[src/rtl/shuffled_channel_hop_sequencer_core_macros.svh]
// -----------------------------------------------------------------------------
// shuffled_channel_hop_sequencer_core_macros.svh
// Assertion macros for the hop sequencer; empty when synthesizing.
// -----------------------------------------------------------------------------
`ifndef SHUFFLED_CHANNEL_HOP_SEQUENCER_CORE_MACROS_SVH
`define SHUFFLED_CHANNEL_HOP_SEQUENCER_CORE_MACROS_SVH

`ifndef SYNTHESIS
// Same-cycle implication.
`define SCHS_ASSERT_IMPLY(label, clk, rst_n, ante, cons) \
    label: assert property (@(posedge clk) disable iff (!rst_n) (ante) |-> (cons)) \
        else $error("schs assertion failed");
// Next-cycle implication.
`define SCHS_ASSERT_NEXT(label, clk, rst_n, ante, cons) \
    label: assert property (@(posedge clk) disable iff (!rst_n) (ante) |=> (cons)) \
        else $error("schs assertion failed");
`else
`define SCHS_ASSERT_IMPLY(label, clk, rst_n, ante, cons)
`define SCHS_ASSERT_NEXT(label, clk, rst_n, ante, cons)
`endif

`endif

[src/rtl/schs_pkg.sv]
// -----------------------------------------------------------------------------
// schs_pkg
// Shared types and constants of the shuffled channel hop sequencer.
// -----------------------------------------------------------------------------
package schs_pkg;

    localparam logic [31:0] RNG_RESEED = 32'hA5A5_5A5A;
    localparam int RNG_SH_A = 13;
    localparam int RNG_SH_B = 17;
    localparam int RNG_SH_C = 5;
    localparam int DIV_STEPS = 32;

    localparam logic [1:0] OP_LOAD    = 2'd0;
    localparam logic [1:0] OP_RESTART = 2'd1;
    localparam logic [1:0] OP_HOP     = 2'd2;

    localparam logic [1:0] CFG_LIST_LENGTH    = 2'd0;
    localparam logic [1:0] CFG_SHUFFLE_ENABLE = 2'd1;
    localparam logic [1:0] CFG_RNG_SEED       = 2'd2;

    typedef enum logic [3:0] {
        S_IDLE,
        S_RD_OUT,
        S_EMIT,
        S_CP_RD,
        S_CP_WR,
        S_GEN,
        S_DIV,
        S_SW_RDI,
        S_SW_RDJ,
        S_SW_WRI,
        S_SW_WRJ
    } t_state;

    typedef struct packed {
        logic in_ready;
        logic load_wr;
        logic take_restart;
        logic take_hop;
        logic rd_out;
        logic emit;
        logic cp_start;
        logic cp_rd;
        logic cp_wr;
        logic sh_init;
        logic gen;
        logic div_step;
        logic sw_rdi;
        logic sw_rdj;
        logic sw_wri;
        logic sw_wrj;
    } t_cmd;

    typedef struct packed {
        logic op_load;
        logic op_restart;
        logic op_hop;
        logic shuffle;
        logic wrapped;
        logic out_free;
        logic cp_last;
        logic n_single;
        logic div_done;
        logic i_last;
    } t_sts;

endpackage

[src/rtl/schs_in_if.sv]
// -----------------------------------------------------------------------------
// schs_in_if
// Input channel: one command beat per handshake.
// -----------------------------------------------------------------------------
interface schs_in_if;
    logic       valid;
    logic       ready;
    logic [1:0] operation;
    logic [6:0] entry_index;
    logic [6:0] entry_value;

    modport source (output valid, operation, entry_index, entry_value, input ready);
    modport sink (input valid, operation, entry_index, entry_value, output ready);
endinterface

[src/rtl/schs_out_if.sv]
// -----------------------------------------------------------------------------
// schs_out_if
// Result channel: one channel beat per handshake.
// -----------------------------------------------------------------------------
interface schs_out_if;
    logic       valid;
    logic       ready;
    logic [6:0] channel;
    logic       pass_wrapped;

    modport source (output valid, channel, pass_wrapped, input ready);
    modport sink (input valid, channel, pass_wrapped, output ready);
endinterface

[src/rtl/schs_ram.sv]
// -----------------------------------------------------------------------------
// schs_ram
// Generic single-write, single-read RAM with registered read data.
// -----------------------------------------------------------------------------
module schs_ram #(
    parameter int WIDTH = 8,
    parameter int DEPTH = 16
) (
    input  logic                     i_clk,
    input  logic                     i_we,
    input  logic [$clog2(DEPTH)-1:0] i_waddr,
    input  logic [WIDTH-1:0]         i_wdata,
    input  logic                     i_re,
    input  logic [$clog2(DEPTH)-1:0] i_raddr,
    output logic [WIDTH-1:0]         o_rdata
);
    logic [WIDTH-1:0] r_mem [DEPTH];
    logic [WIDTH-1:0] r_rdata;

    always_ff @(posedge i_clk) begin
        if (i_we) begin
            r_mem[i_waddr] <= i_wdata;
        end
        if (i_re) begin
            r_rdata <= r_mem[i_raddr];
        end
    end

    assign o_rdata = r_rdata;
endmodule

[src/rtl/schs_ctrl.sv]
// -----------------------------------------------------------------------------
// schs_ctrl
// Sequencer state machine: item dispatch, result emit and the shuffle walk.
// -----------------------------------------------------------------------------
module schs_ctrl (
    input  logic           i_clk,
    input  logic           i_rst_n,
    input  logic           i_in_valid,
    input  schs_pkg::t_sts i_sts,
    output schs_pkg::t_cmd o_cmd
);
    import schs_pkg::*;

    t_state r_state, n_state;
    logic   r_restart, n_restart;
    logic   w_accept;

    assign w_accept = i_in_valid && (r_state == S_IDLE);

    always_ff @(posedge i_clk) begin
        if (!i_rst_n) begin
            r_state   <= S_IDLE;
            r_restart <= 1'b0;
        end else begin
            r_state   <= n_state;
            r_restart <= n_restart;
        end
    end

    // next state
    always_comb begin
        n_state   = r_state;
        n_restart = r_restart;
        unique case (r_state)
            S_IDLE: begin
                if (w_accept && i_sts.op_restart) begin
                    n_restart = 1'b1;
                    n_state   = i_sts.shuffle ? S_CP_RD : S_RD_OUT;
                end else if (w_accept && i_sts.op_hop) begin
                    n_restart = 1'b0;
                    n_state   = S_RD_OUT;
                end
            end
            S_RD_OUT: n_state = S_EMIT;
            S_EMIT: begin
                if (i_sts.out_free) begin
                    if (!r_restart && i_sts.wrapped && i_sts.shuffle) begin
                        n_state = S_CP_RD;
                    end else begin
                        n_state = S_IDLE;
                    end
                end
            end
            S_CP_RD: n_state = S_CP_WR;
            S_CP_WR: begin
                if (!i_sts.cp_last) begin
                    n_state = S_CP_RD;
                end else if (!i_sts.n_single) begin
                    n_state = S_GEN;
                end else begin
                    n_state = r_restart ? S_RD_OUT : S_IDLE;
                end
            end
            S_GEN: n_state = S_DIV;
            S_DIV: begin
                if (i_sts.div_done) begin
                    n_state = S_SW_RDI;
                end
            end
            S_SW_RDI: n_state = S_SW_RDJ;
            S_SW_RDJ: n_state = S_SW_WRI;
            S_SW_WRI: n_state = S_SW_WRJ;
            S_SW_WRJ: begin
                if (!i_sts.i_last) begin
                    n_state = S_GEN;
                end else begin
                    n_state = r_restart ? S_RD_OUT : S_IDLE;
                end
            end
            default: n_state = S_IDLE;
        endcase
    end

    // outputs
    always_comb begin
        o_cmd = '0;
        unique case (r_state)
            S_IDLE: begin
                o_cmd.in_ready     = 1'b1;
                o_cmd.load_wr      = w_accept && i_sts.op_load;
                o_cmd.take_restart = w_accept && i_sts.op_restart;
                o_cmd.take_hop     = w_accept && i_sts.op_hop;
                o_cmd.cp_start     = w_accept && i_sts.op_restart && i_sts.shuffle;
            end
            S_RD_OUT: o_cmd.rd_out = 1'b1;
            S_EMIT: begin
                o_cmd.emit     = i_sts.out_free;
                o_cmd.cp_start = i_sts.out_free;
            end
            S_CP_RD: o_cmd.cp_rd = 1'b1;
            S_CP_WR: begin
                o_cmd.cp_wr   = 1'b1;
                o_cmd.sh_init = i_sts.cp_last;
            end
            S_GEN:    o_cmd.gen      = 1'b1;
            S_DIV:    o_cmd.div_step = 1'b1;
            S_SW_RDI: o_cmd.sw_rdi   = 1'b1;
            S_SW_RDJ: o_cmd.sw_rdj   = 1'b1;
            S_SW_WRI: o_cmd.sw_wri   = 1'b1;
            S_SW_WRJ: o_cmd.sw_wrj   = 1'b1;
            default: o_cmd = '0;
        endcase
    end
endmodule

[src/rtl/schs_dp.sv]
// -----------------------------------------------------------------------------
// schs_dp
// Datapath: config registers, list memories, position, generator,
// serial remainder unit and result register.
// -----------------------------------------------------------------------------
module schs_dp #(
    parameter int LIST_DEPTH = 128
) (
    input  logic           i_clk,
    input  logic           i_rst_n,
    input  logic           i_cfg_we,
    input  logic [1:0]     i_cfg_index,
    input  logic [31:0]    i_cfg_data,
    input  logic [1:0]     i_operation,
    input  logic [6:0]     i_entry_index,
    input  logic [6:0]     i_entry_value,
    input  logic           i_out_ready,
    output logic           o_out_valid,
    output logic [6:0]     o_channel,
    output logic           o_pass_wrapped,
    input  schs_pkg::t_cmd i_cmd,
    output schs_pkg::t_sts o_sts
);
    import schs_pkg::*;

    localparam int AW = $clog2(LIST_DEPTH);
    localparam int NW = $clog2(LIST_DEPTH + 1);

    logic [7:0]    r_len;
    logic          r_shuf_en;
    logic [31:0]   r_seed;
    logic [31:0]   r_rng;
    logic [AW-1:0] r_pos;
    logic [AW-1:0] r_rd_pos;
    logic          r_wrap;
    logic [NW-1:0] r_k;
    logic [AW-1:0] r_i;
    logic [31:0]   r_dvd;
    logic [NW-1:0] r_dvs;
    logic [NW-1:0] r_rem;
    logic [4:0]    r_cnt;
    logic [6:0]    r_ti;
    logic          r_out_valid;
    logic [6:0]    r_chan;
    logic          r_out_wrap;

    logic [NW-1:0] w_n;
    logic [NW-1:0] w_pos;
    logic [NW-1:0] w_pos1;
    logic [31:0]   w_s0, w_s1, w_s2, w_s3;
    logic [NW:0]   w_sh;
    logic [AW-1:0] w_j;
    logic          w_idx_ok;
    logic [6:0]    w_hop_rd, w_shuf_rd;
    logic          w_hop_re, w_shuf_re, w_shuf_we;
    logic [AW-1:0] w_hop_raddr, w_shuf_raddr, w_shuf_waddr;
    logic [6:0]    w_shuf_wdata;

    // effective length, saturated into 1..LIST_DEPTH
    always_comb begin
        if (r_len == 8'd0) begin
            w_n = NW'(1);
        end else if (32'(r_len) > LIST_DEPTH) begin
            w_n = NW'(LIST_DEPTH);
        end else begin
            w_n = NW'(r_len);
        end
    end

    assign w_pos    = (NW'(r_pos) >= w_n) ? '0 : NW'(r_pos);
    assign w_pos1   = w_pos + NW'(1);
    assign w_idx_ok = 32'(i_entry_index) < LIST_DEPTH;
    assign w_j      = r_rem[AW-1:0];

    // xorshift32 with reseed of a zero state
    assign w_s0 = (r_rng == '0) ? (RNG_RESEED ^ r_seed) : r_rng;
    assign w_s1 = w_s0 ^ (w_s0 << RNG_SH_A);
    assign w_s2 = w_s1 ^ (w_s1 >> RNG_SH_B);
    assign w_s3 = w_s2 ^ (w_s2 << RNG_SH_C);

    // one restoring remainder step per cycle
    assign w_sh = {r_rem, r_dvd[31]};

    always_ff @(posedge i_clk) begin
        if (!i_rst_n) begin
            r_len       <= 8'd1;
            r_shuf_en   <= 1'b0;
            r_seed      <= '0;
            r_rng       <= '0;
            r_pos       <= '0;
            r_out_valid <= 1'b0;
        end else begin
            if (i_cfg_we) begin
                case (i_cfg_index)
                    CFG_LIST_LENGTH:    r_len     <= i_cfg_data[7:0];
                    CFG_SHUFFLE_ENABLE: r_shuf_en <= i_cfg_data[0];
                    CFG_RNG_SEED:       r_seed    <= i_cfg_data;
                    default: ;
                endcase
            end
            if (i_cmd.take_restart) begin
                r_pos <= (w_n > NW'(1)) ? AW'(1) : '0;
            end else if (i_cmd.take_hop) begin
                r_pos <= (w_pos1 >= w_n) ? '0 : w_pos1[AW-1:0];
            end
            if (i_cmd.gen) begin
                r_rng <= w_s3;
            end
            if (i_cmd.emit) begin
                r_out_valid <= 1'b1;
            end else if (i_out_ready) begin
                r_out_valid <= 1'b0;
            end
        end
    end

    always_ff @(posedge i_clk) begin
        if (i_cmd.take_restart) begin
            r_rd_pos <= '0;
            r_wrap   <= 1'b0;
        end else if (i_cmd.take_hop) begin
            r_rd_pos <= w_pos[AW-1:0];
            r_wrap   <= (w_pos1 >= w_n);
        end
        if (i_cmd.cp_start) begin
            r_k <= '0;
        end else if (i_cmd.cp_wr) begin
            r_k <= r_k + NW'(1);
        end
        if (i_cmd.sh_init) begin
            r_i <= AW'(w_n - NW'(1));
        end else if (i_cmd.sw_wrj) begin
            r_i <= r_i - AW'(1);
        end
        if (i_cmd.gen) begin
            r_dvd <= w_s3;
            r_dvs <= NW'(r_i) + NW'(1);
            r_rem <= '0;
            r_cnt <= '0;
        end else if (i_cmd.div_step) begin
            r_dvd <= {r_dvd[30:0], 1'b0};
            r_cnt <= r_cnt + 5'd1;
            if (w_sh >= {1'b0, r_dvs}) begin
                r_rem <= NW'(w_sh - {1'b0, r_dvs});
            end else begin
                r_rem <= w_sh[NW-1:0];
            end
        end
        if (i_cmd.sw_rdj) begin
            r_ti <= w_shuf_rd;
        end
        if (i_cmd.emit) begin
            r_chan     <= r_shuf_en ? w_shuf_rd : w_hop_rd;
            r_out_wrap <= r_wrap;
        end
    end

    // memory port steering
    assign w_hop_re    = i_cmd.cp_rd || i_cmd.rd_out;
    assign w_hop_raddr = i_cmd.cp_rd ? r_k[AW-1:0] : r_rd_pos;

    assign w_shuf_re    = i_cmd.rd_out || i_cmd.sw_rdi || i_cmd.sw_rdj;
    assign w_shuf_raddr = i_cmd.sw_rdi ? r_i : (i_cmd.sw_rdj ? w_j : r_rd_pos);
    assign w_shuf_we    = i_cmd.cp_wr || i_cmd.sw_wri || i_cmd.sw_wrj;
    assign w_shuf_waddr = i_cmd.cp_wr ? r_k[AW-1:0] : (i_cmd.sw_wri ? r_i : w_j);
    assign w_shuf_wdata = i_cmd.cp_wr ? w_hop_rd : (i_cmd.sw_wri ? w_shuf_rd : r_ti);

    schs_ram #(.WIDTH(7), .DEPTH(LIST_DEPTH)) u_hop_ram (
        .i_clk   (i_clk),
        .i_we    (i_cmd.load_wr && w_idx_ok),
        .i_waddr (AW'(i_entry_index)),
        .i_wdata (i_entry_value),
        .i_re    (w_hop_re),
        .i_raddr (w_hop_raddr),
        .o_rdata (w_hop_rd)
    );

    schs_ram #(.WIDTH(7), .DEPTH(LIST_DEPTH)) u_shuf_ram (
        .i_clk   (i_clk),
        .i_we    (w_shuf_we),
        .i_waddr (w_shuf_waddr),
        .i_wdata (w_shuf_wdata),
        .i_re    (w_shuf_re),
        .i_raddr (w_shuf_raddr),
        .o_rdata (w_shuf_rd)
    );

    always_comb begin
        o_sts            = '0;
        o_sts.op_load    = (i_operation == OP_LOAD);
        o_sts.op_restart = (i_operation == OP_RESTART);
        o_sts.op_hop     = (i_operation == OP_HOP);
        o_sts.shuffle    = r_shuf_en;
        o_sts.wrapped    = r_wrap;
        o_sts.out_free   = !r_out_valid || i_out_ready;
        o_sts.cp_last    = (r_k + NW'(1)) == w_n;
        o_sts.n_single   = (w_n == NW'(1));
        o_sts.div_done   = (r_cnt == 5'(DIV_STEPS - 1));
        o_sts.i_last     = (r_i == AW'(1));
    end

    assign o_out_valid    = r_out_valid;
    assign o_channel      = r_chan;
    assign o_pass_wrapped = r_out_wrap;
endmodule

[src/rtl/shuffled_channel_hop_sequencer_core.sv]
// -----------------------------------------------------------------------------
// shuffled_channel_hop_sequencer_core
// Channel hop-list sequencer with optional Fisher-Yates reshuffle per pass.
// -----------------------------------------------------------------------------
// Load beats write one list entry. Restart and hop beats each give one
// channel beat; without a reshuffle an item reads the list memory and then
// loads the result register once the output side is free. A reshuffle, done
// on restart with shuffle on and at the end of every pass, copies the list
// entry by entry and then draws n-1 random swaps; each draw is one xorshift32
// step, a bit-serial reduction in the remainder unit and a swap (read i, read
// j, write i, write j) through the shuffle memory, which has one read and one
// write port. The result register frees the output side: a channel beat
// waits there while the reshuffle runs. Input beats are taken only while the
// sequencer is idle. Configuration (index 0 list length, 1 shuffle enable, 2
// seed) is to be written by the user only when idle; the block does not
// enforce this. List entries read before being written return arbitrary values.
// -----------------------------------------------------------------------------
`include "shuffled_channel_hop_sequencer_core_macros.svh"

module shuffled_channel_hop_sequencer_core #(
    parameter int LIST_DEPTH = 128
) (
    input  logic        i_clk,
    input  logic        i_rst_n,
    schs_in_if.sink     i_in,
    schs_out_if.source  o_out,
    input  logic        i_cfg_we,
    input  logic [1:0]  i_cfg_index,
    input  logic [31:0] i_cfg_data
);
    import schs_pkg::*;

    t_cmd w_cmd;
    t_sts w_sts;
    logic w_shuf_busy;

    // hold the input off while a beat is being worked
    assign i_in.ready = w_cmd.in_ready;

    // copy writes, draws, remainder steps and swap writes of the shuffle walk
    assign w_shuf_busy = w_cmd.gen || w_cmd.div_step || w_cmd.cp_wr ||
                         w_cmd.sw_wri || w_cmd.sw_wrj;

    schs_ctrl u_ctrl (
        .i_clk      (i_clk),
        .i_rst_n    (i_rst_n),
        .i_in_valid (i_in.valid),
        .i_sts      (w_sts),
        .o_cmd      (w_cmd)
    );

    schs_dp #(.LIST_DEPTH(LIST_DEPTH)) u_dp (
        .i_clk          (i_clk),
        .i_rst_n        (i_rst_n),
        .i_cfg_we       (i_cfg_we),
        .i_cfg_index    (i_cfg_index),
        .i_cfg_data     (i_cfg_data),
        .i_operation    (i_in.operation),
        .i_entry_index  (i_in.entry_index),
        .i_entry_value  (i_in.entry_value),
        .i_out_ready    (o_out.ready),
        .o_out_valid    (o_out.valid),
        .o_channel      (o_out.channel),
        .o_pass_wrapped (o_out.pass_wrapped),
        .i_cmd          (w_cmd),
        .o_sts          (w_sts)
    );

    // never overwrite a pending result beat
    `SCHS_ASSERT_IMPLY(a_emit_free, i_clk, i_rst_n, w_cmd.emit, w_sts.out_free)
    // no shuffle work while input beats are taken
    `SCHS_ASSERT_IMPLY(a_idle_quiet, i_clk, i_rst_n, i_in.ready, !w_shuf_busy)
    // a draw starts the remainder unit right away
    `SCHS_ASSERT_NEXT(a_gen_div, i_clk, i_rst_n, w_cmd.gen, w_cmd.div_step)
endmodule

[src/flat_wrapper.sv]
// flat-port wrapper written by rule: the top's interface ports become plain ports
module shuffled_channel_hop_sequencer_core_flat import schs_pkg::*;
#(
    parameter int LIST_DEPTH = 128
)
  (i_clk, i_rst_n, i_cfg_we, i_cfg_index, i_cfg_data, i_in_valid, i_in_operation, i_in_entry_index, i_in_entry_value, i_in_ready, o_out_valid, o_out_channel, o_out_pass_wrapped, o_out_ready);
  schs_in_if i_in_i ();
  schs_out_if o_out_i ();
  input  logic i_clk;
  input  logic i_rst_n;
  input  logic i_cfg_we;
  input  logic [1:0] i_cfg_index;
  input  logic [31:0] i_cfg_data;
  input wire logic [$bits(i_in_i.valid)-1:0] i_in_valid;
  input wire logic [$bits(i_in_i.operation)-1:0] i_in_operation;
  input wire logic [$bits(i_in_i.entry_index)-1:0] i_in_entry_index;
  input wire logic [$bits(i_in_i.entry_value)-1:0] i_in_entry_value;
  output wire logic [$bits(i_in_i.ready)-1:0] i_in_ready;
  output wire logic [$bits(o_out_i.valid)-1:0] o_out_valid;
  output wire logic [$bits(o_out_i.channel)-1:0] o_out_channel;
  output wire logic [$bits(o_out_i.pass_wrapped)-1:0] o_out_pass_wrapped;
  input wire logic [$bits(o_out_i.ready)-1:0] o_out_ready;
  assign i_in_i.valid = i_in_valid;
  assign i_in_i.operation = i_in_operation;
  assign i_in_i.entry_index = i_in_entry_index;
  assign i_in_i.entry_value = i_in_entry_value;
  assign i_in_ready = i_in_i.ready;
  assign o_out_valid = o_out_i.valid;
  assign o_out_channel = o_out_i.channel;
  assign o_out_pass_wrapped = o_out_i.pass_wrapped;
  assign o_out_i.ready = o_out_ready;
  shuffled_channel_hop_sequencer_core #(.LIST_DEPTH(LIST_DEPTH)) u_core (.i_clk(i_clk), .i_rst_n(i_rst_n), .i_in(i_in_i), .o_out(o_out_i), .i_cfg_we(i_cfg_we), .i_cfg_index(i_cfg_index), .i_cfg_data(i_cfg_data));
endmodule
[config.mk]
export PLATFORM = sky130hd
export DESIGN_NAME = shuffled_channel_hop_sequencer_core_flat
export DESIGN_NICKNAME = d
export VERILOG_FILES = /design/src/rtl/schs_pkg.sv /design/src/rtl/schs_in_if.sv /design/src/rtl/schs_out_if.sv /design/src/rtl/schs_ram.sv /design/src/rtl/schs_ctrl.sv /design/src/rtl/schs_dp.sv /design/src/rtl/shuffled_channel_hop_sequencer_core.sv /design/src/flat_wrapper.sv
export VERILOG_INCLUDE_DIRS = /design/src /design/src/rtl
export SDC_FILE = /design/constraint.sdc
export NUM_CORES = 2
export LEC_CHECK = 0
export ABC_CLOCK_PERIOD_IN_PS = 13900
export BUFFER_PORTS_ARGS = -buffer_cell sky130_fd_sc_hd__buf_2
export CORE_ASPECT_RATIO = 1.4
export CORE_MARGIN = 2
export CORE_UTILIZATION = 57
export CTS_CLUSTER_SIZE = 12
export DETAILED_ROUTE_END_ITERATION = 6
export GPL_TIMING_DRIVEN = 0
export PLACE_DENSITY = 0.76
export SYNTH_ARGS = -nofsm -noshare
export SYNTH_HDL_FRONTEND = slang
export SYNTH_HIERARCHICAL = 1
export SYNTH_SLANG_ARGS = --single-unit
[constraint.sdc]
create_clock -name i_clk -period 13.9 [get_ports i_clk]
set_clock_uncertainty 0.2 [all_clocks]
set_input_delay 2.085 -clock i_clk [delete_from_list [all_inputs] [get_ports i_clk]]
set_output_delay 2.085 -clock i_clk [all_outputs]
set_load 0.01 [all_outputs]
==> impl_results.md <==
- PD cells: 164.1 mW/mm²
- Total number of placement rows: 162
- Buf/Inv on CP: 6
- Post-Syn Nets: 4152
- Number of design-rule violations left by the first detailed-router iteration: 4534
- Number of distinct standard cells referenced by the synthesized netlist: 85
- Fraction of layout cells with a size suffix above 1: 23.24%
- First-pass detailed-route iteration total: 6
- Gates resized, CTS repair: 0
- Maximum clock rate: 142.9 MHz
- Worst-path clk slew: 60 ps
- Via density: 6.594
- Half-perimeter wire length of the detailed placement result: 132200 µm
- Basic-gate share of the synthesized area counting and, or, nand and nor cells: 4.208%
- Cell type group with the largest total delay on the critical path: buffers and inverters
- Later-pin clock latency in the skew report: 830 ps
- Area taken by multi-input logic gates: 0.02061 mm²
- Number of setup buffers added after CTS: 0
- IO buf count: 61
- Post-synthesis area per instance: 19.71 µm²
- Sequential cell area: 0.05840 mm²
- Maximum number of pins on one net before global-route repair: 97
- Element type at the critical path end: flop
- Commonest cells after routing, fill and taps aside: sky130_fd_sc_hd__edfxtp_1 (1868), sky130_fd_sc_hd__mux4_2 (588), sky130_fd_sc_hd__nor2_1 (344), sky130_fd_sc_hd__clkbuf_1 (197), sky130_fd_sc_hd__clkbuf_16 (189)
- Synth-to-layout area growth: 10.96%
- Worst slew margin relative to its limit: -5.120%
- Setup Crit Path Kind: flop to flop
- Via count of the first global-routing pass: 41640
- CTS tree: built
- Die boundary height: 447.6 µm
- Synthesis warning total: 6
- Clock sink count: 1983
- Crit-path max FO: 10
- Top-level I/O count: 65
- Number of antenna violations at the first check in global routing: 12
- Transition time of the tightest slew-check pin: 1577 ps
- Leakage: 26.83 nW
- Number of remaining DRC errors: 0
- Final critical path time including I/O delays and setup: 7000 ps
- Violated checks: capacitance limit, slew limit
- Post-synthesis adder-cell area fraction: 0.5248%
- Arrival time reported for the critical path endpoint: 7340 ps
- Die extent in x: 320.8 µm
- Final-report hold violation count: 0
- Fraction of synthesized cell area taken by the top area cell type: 70.02%
- Part of the Yosys area used for sequential elements: 72.90%
- Slowest library cell on the worst path: sky130_fd_sc_hd__nor3_1
- Wire per inst: 31.43 µm
- Cells taking the most area after synthesis: sky130_fd_sc_hd__edfxtp_1 (70%), sky130_fd_sc_hd__mux4_2 (17%), sky130_fd_sc_hd__dfxtp_1 (2.9%)
- Maximum buffer depth of the clock tree: 3
- Clock root buffer: sky130_fd_sc_hd__clkbuf_16
- RSZ-0062 raised after global routing: no
- Multiplexer share of the synthesized area: 17.55%
- Mapped Cells: 4064
- Die area: 0.1436 mm²
- Most frequently used flop master after synthesis: sky130_fd_sc_hd__edfxtp_1
- Final weighted congestion of routability-driven global placement: 0.9087
- Hold buffer count at cts: 0
- Data required time at the worst endpoint: 14240 ps
- Total Neg Setup Slack: 0 ps
- Area after detailed placement: 0.08354 mm²
- Portion of the clock cycle consumed by the worst path in the final layout: 50.36%
- Number of pins with negative max-slew slack in the final report: 21
- Global-route wire length before repair: 283100 µm
- Startpoint Class: flop
- Register-to-Register Setup Slack: 6900 ps
- Cell type with the highest aggregate area in the netlist: sky130_fd_sc_hd__edfxtp_1
- Number of flops mapped to enable cells by yosys: 1868
- Largest stage delay on the critical path: 860 ps
- Core Footprint: 0.1395 mm²
- Netlist Area Pre-Place: 0.08011 mm²
- Deepest level of the CTS H-tree: 4
- Design Area, Final: 0.08889 mm²
- Post-layout nets: 4436
- Combinational family with the most area after synthesis: multiplexers
- Outcome: finished, violations left
- Final-report setup violation count: 0
- XOR/XNOR Fraction of Synth Area: 1.065%
- Number of fill cells: 9089
- CP cell instances: buf_2 > inv_1 > nand2_1 > nor3_1 > clkbuf_1 > mux2i_1 > o21ai_0 > clkbuf_1 > clkbuf_1 > buf_1 > mux4_2 > mux4_2 > mux4_2 > mux2_2
- Drt total wl: 195900 µm
- GRT overflow: 0
- Seq cells post-synth: 1983
- Effective utilization at floorplan: 57.44%
- Total global-route track usage: 27.64%
- Most common library cell in the layout ignoring fill and taps: sky130_fd_sc_hd__edfxtp_1
- Total number of vias: 41100
- VDD IR max: 0.0001404 V
- Synthesized-area fraction occupied by ao, oa, aoi and oai cells: 2.259%
- Share of flip-flops with an asynchronous set or reset after synthesis: 0%
- DRT antenna net count: 0
- MaxCap Viol Count: 3
- TritonCTS buffer count: 188
- Hold Path Class: flop to flop
-- cells in the mapped netlist, types with 6 or more instances --
| cell | number |
|---|---|
| sky130_fd_sc_hd__edfxtp_1 | 1868 |
| sky130_fd_sc_hd__mux4_2 | 588 |
| sky130_fd_sc_hd__nor2_1 | 344 |
| sky130_fd_sc_hd__nand2_1 | 185 |
| sky130_fd_sc_hd__clkbuf_1 | 148 |
| sky130_fd_sc_hd__dfxtp_1 | 115 |
| sky130_fd_sc_hd__a21oi_1 | 73 |
| sky130_fd_sc_hd__o21ai_0 | 69 |
| sky130_fd_sc_hd__nand3_1 | 47 |
| sky130_fd_sc_hd__xnor2_1 | 45 |
| sky130_fd_sc_hd__xor2_1 | 45 |
| sky130_fd_sc_hd__mux2i_1 | 42 |
| sky130_fd_sc_hd__inv_1 | 41 |
| sky130_fd_sc_hd__a21boi_0 | 36 |
| sky130_fd_sc_hd__buf_4 | 35 |
| sky130_fd_sc_hd__mux2_2 | 35 |
| sky130_fd_sc_hd__nor2b_1 | 35 |
| sky130_fd_sc_hd__nor3_1 | 33 |
| sky130_fd_sc_hd__ha_1 | 32 |
| sky130_fd_sc_hd__buf_1 | 31 |
| sky130_fd_sc_hd__buf_2 | 14 |
| sky130_fd_sc_hd__or3_1 | 14 |
| sky130_fd_sc_hd__a211oi_1 | 13 |
| sky130_fd_sc_hd__nand2b_1 | 13 |
| sky130_fd_sc_hd__o21ai_1 | 13 |
| sky130_fd_sc_hd__and3_1 | 11 |
| sky130_fd_sc_hd__nand4_1 | 11 |
| sky130_fd_sc_hd__a21o_1 | 9 |
| sky130_fd_sc_hd__or2_2 | 8 |
| sky130_fd_sc_hd__o31ai_1 | 7 |
| sky130_fd_sc_hd__nor4_1 | 6 |
| sky130_fd_sc_hd__nor4_2 | 6 |
| sky130_fd_sc_hd__o21a_1 | 6 |
-- sequential cells by signal (all words and copies together) (netlist names), 8 cells and up --
register,cells
u_core/u_dp/u_hop_ram/r_mem,896
u_core/u_dp/r_len,8
u_core/u_dp/u_shuf_ram/r_mem,896
u_core/u_dp/r_rem,8
u_core/u_dp/r_dvd,32
u_core/u_dp/r_rng,32
u_core/u_dp/r_seed,32
u_core/u_dp/r_k,8
u_core/u_dp/r_dvs,8
-- through the flow --
stage          util (%)  std cells  hold WS, ps  setup slack, ps  power, W
3_5_place_dp      59.91       5960        269.1             7005   0.01004
6_report          63.74       6232        283.6             6900   0.01458
5_1_grt           63.74       6229        300.7             6714   0.01502
2_1_floorplan         -       4064        225.7             5782  0.009088
4_1_cts           63.72       6226        282.7             6951   0.01462
3_3_place_gp      59.28       5929        250.5            -1134   0.01003
-- cell families (layout without fill, tap and decap cells) --
logic type	after synthesis	in the layout
AOI/OAI and AO/OA	272	272
xor gates and xnor gates	94	94
adders and majority gates	33	33
buffers and inverters	274	634
DFF	1983	1983
muxes	665	665
other	0	4
and+or+nand+nor	743	743
-- layout make-up --
class | count | area share (%)
multi-input cells | 1807 | 23.18
clock inverters | 25 | 0.4124
flip-flops and latches | 1983 | 65.70
clock buffers | 241 | 5.574
plain buffers | 231 | 1.168
well taps | 1804 | 2.539
diodes | 4 | 0.01126
inverters | 43 | 0.1816
repair buffers | 94 | 1.233
-- worst paths after layout --
| path | startpoint | to | cells after the start |
|---|---|---|---|
| worst min-delay path | u_core/u_dp/r_seed[21]$_SDFFE_PN0P_ | u_core/u_dp/r_seed[21]$_SDFFE_PN0P_ | 2 |
| worst min register to register | u_core/u_dp/r_seed[21]$_SDFFE_PN0P_ | u_core/u_dp/r_seed[21]$_SDFFE_PN0P_ | 2 |
| worst max-delay path | u_core/u_ctrl/r_state[1]$_SDFFE_PN0P_ | u_core/u_dp/u_shuf_ram/o_rdata[1]$_DFFE_PP_ | 14 |
| worst max register to register | u_core/u_ctrl/r_state[1]$_SDFFE_PN0P_ | u_core/u_dp/u_shuf_ram/o_rdata[1]$_DFFE_PP_ | 14 |
-- worst reg2reg max path, delay by kind of cell (launching register included) --
kind                   cells  cell delay [ps]
AO/OA/AOI/OAI              1              180
AND/OR/NAND/NOR            2              950
multiplexers               5             2190
flip-flops                 1              390
buffers and inverters      6             2800
-- routing by layer --
metal,up-vias,global-route usage [%],wire length [µm]
li1,17000,-,-
met1,21330,32.10,64990
met2,2257,49.03,103500
met3,500,5.080,15790
met4,14,14.45,11500
met5,-,0,99
-- power breakdown --
part	leakage, nW	switching (W)	total (W)	internal [W]
Combinational	6.53	0.00191	0.00308	0.00116
Clock	2.56	0.00209	0.00460	0.00251
Sequential	17.7	0.0000978	0.00691	0.00681
Total	26.8	0.00411	0.0146	0.0105
Power figures use the tool's default switching activity.
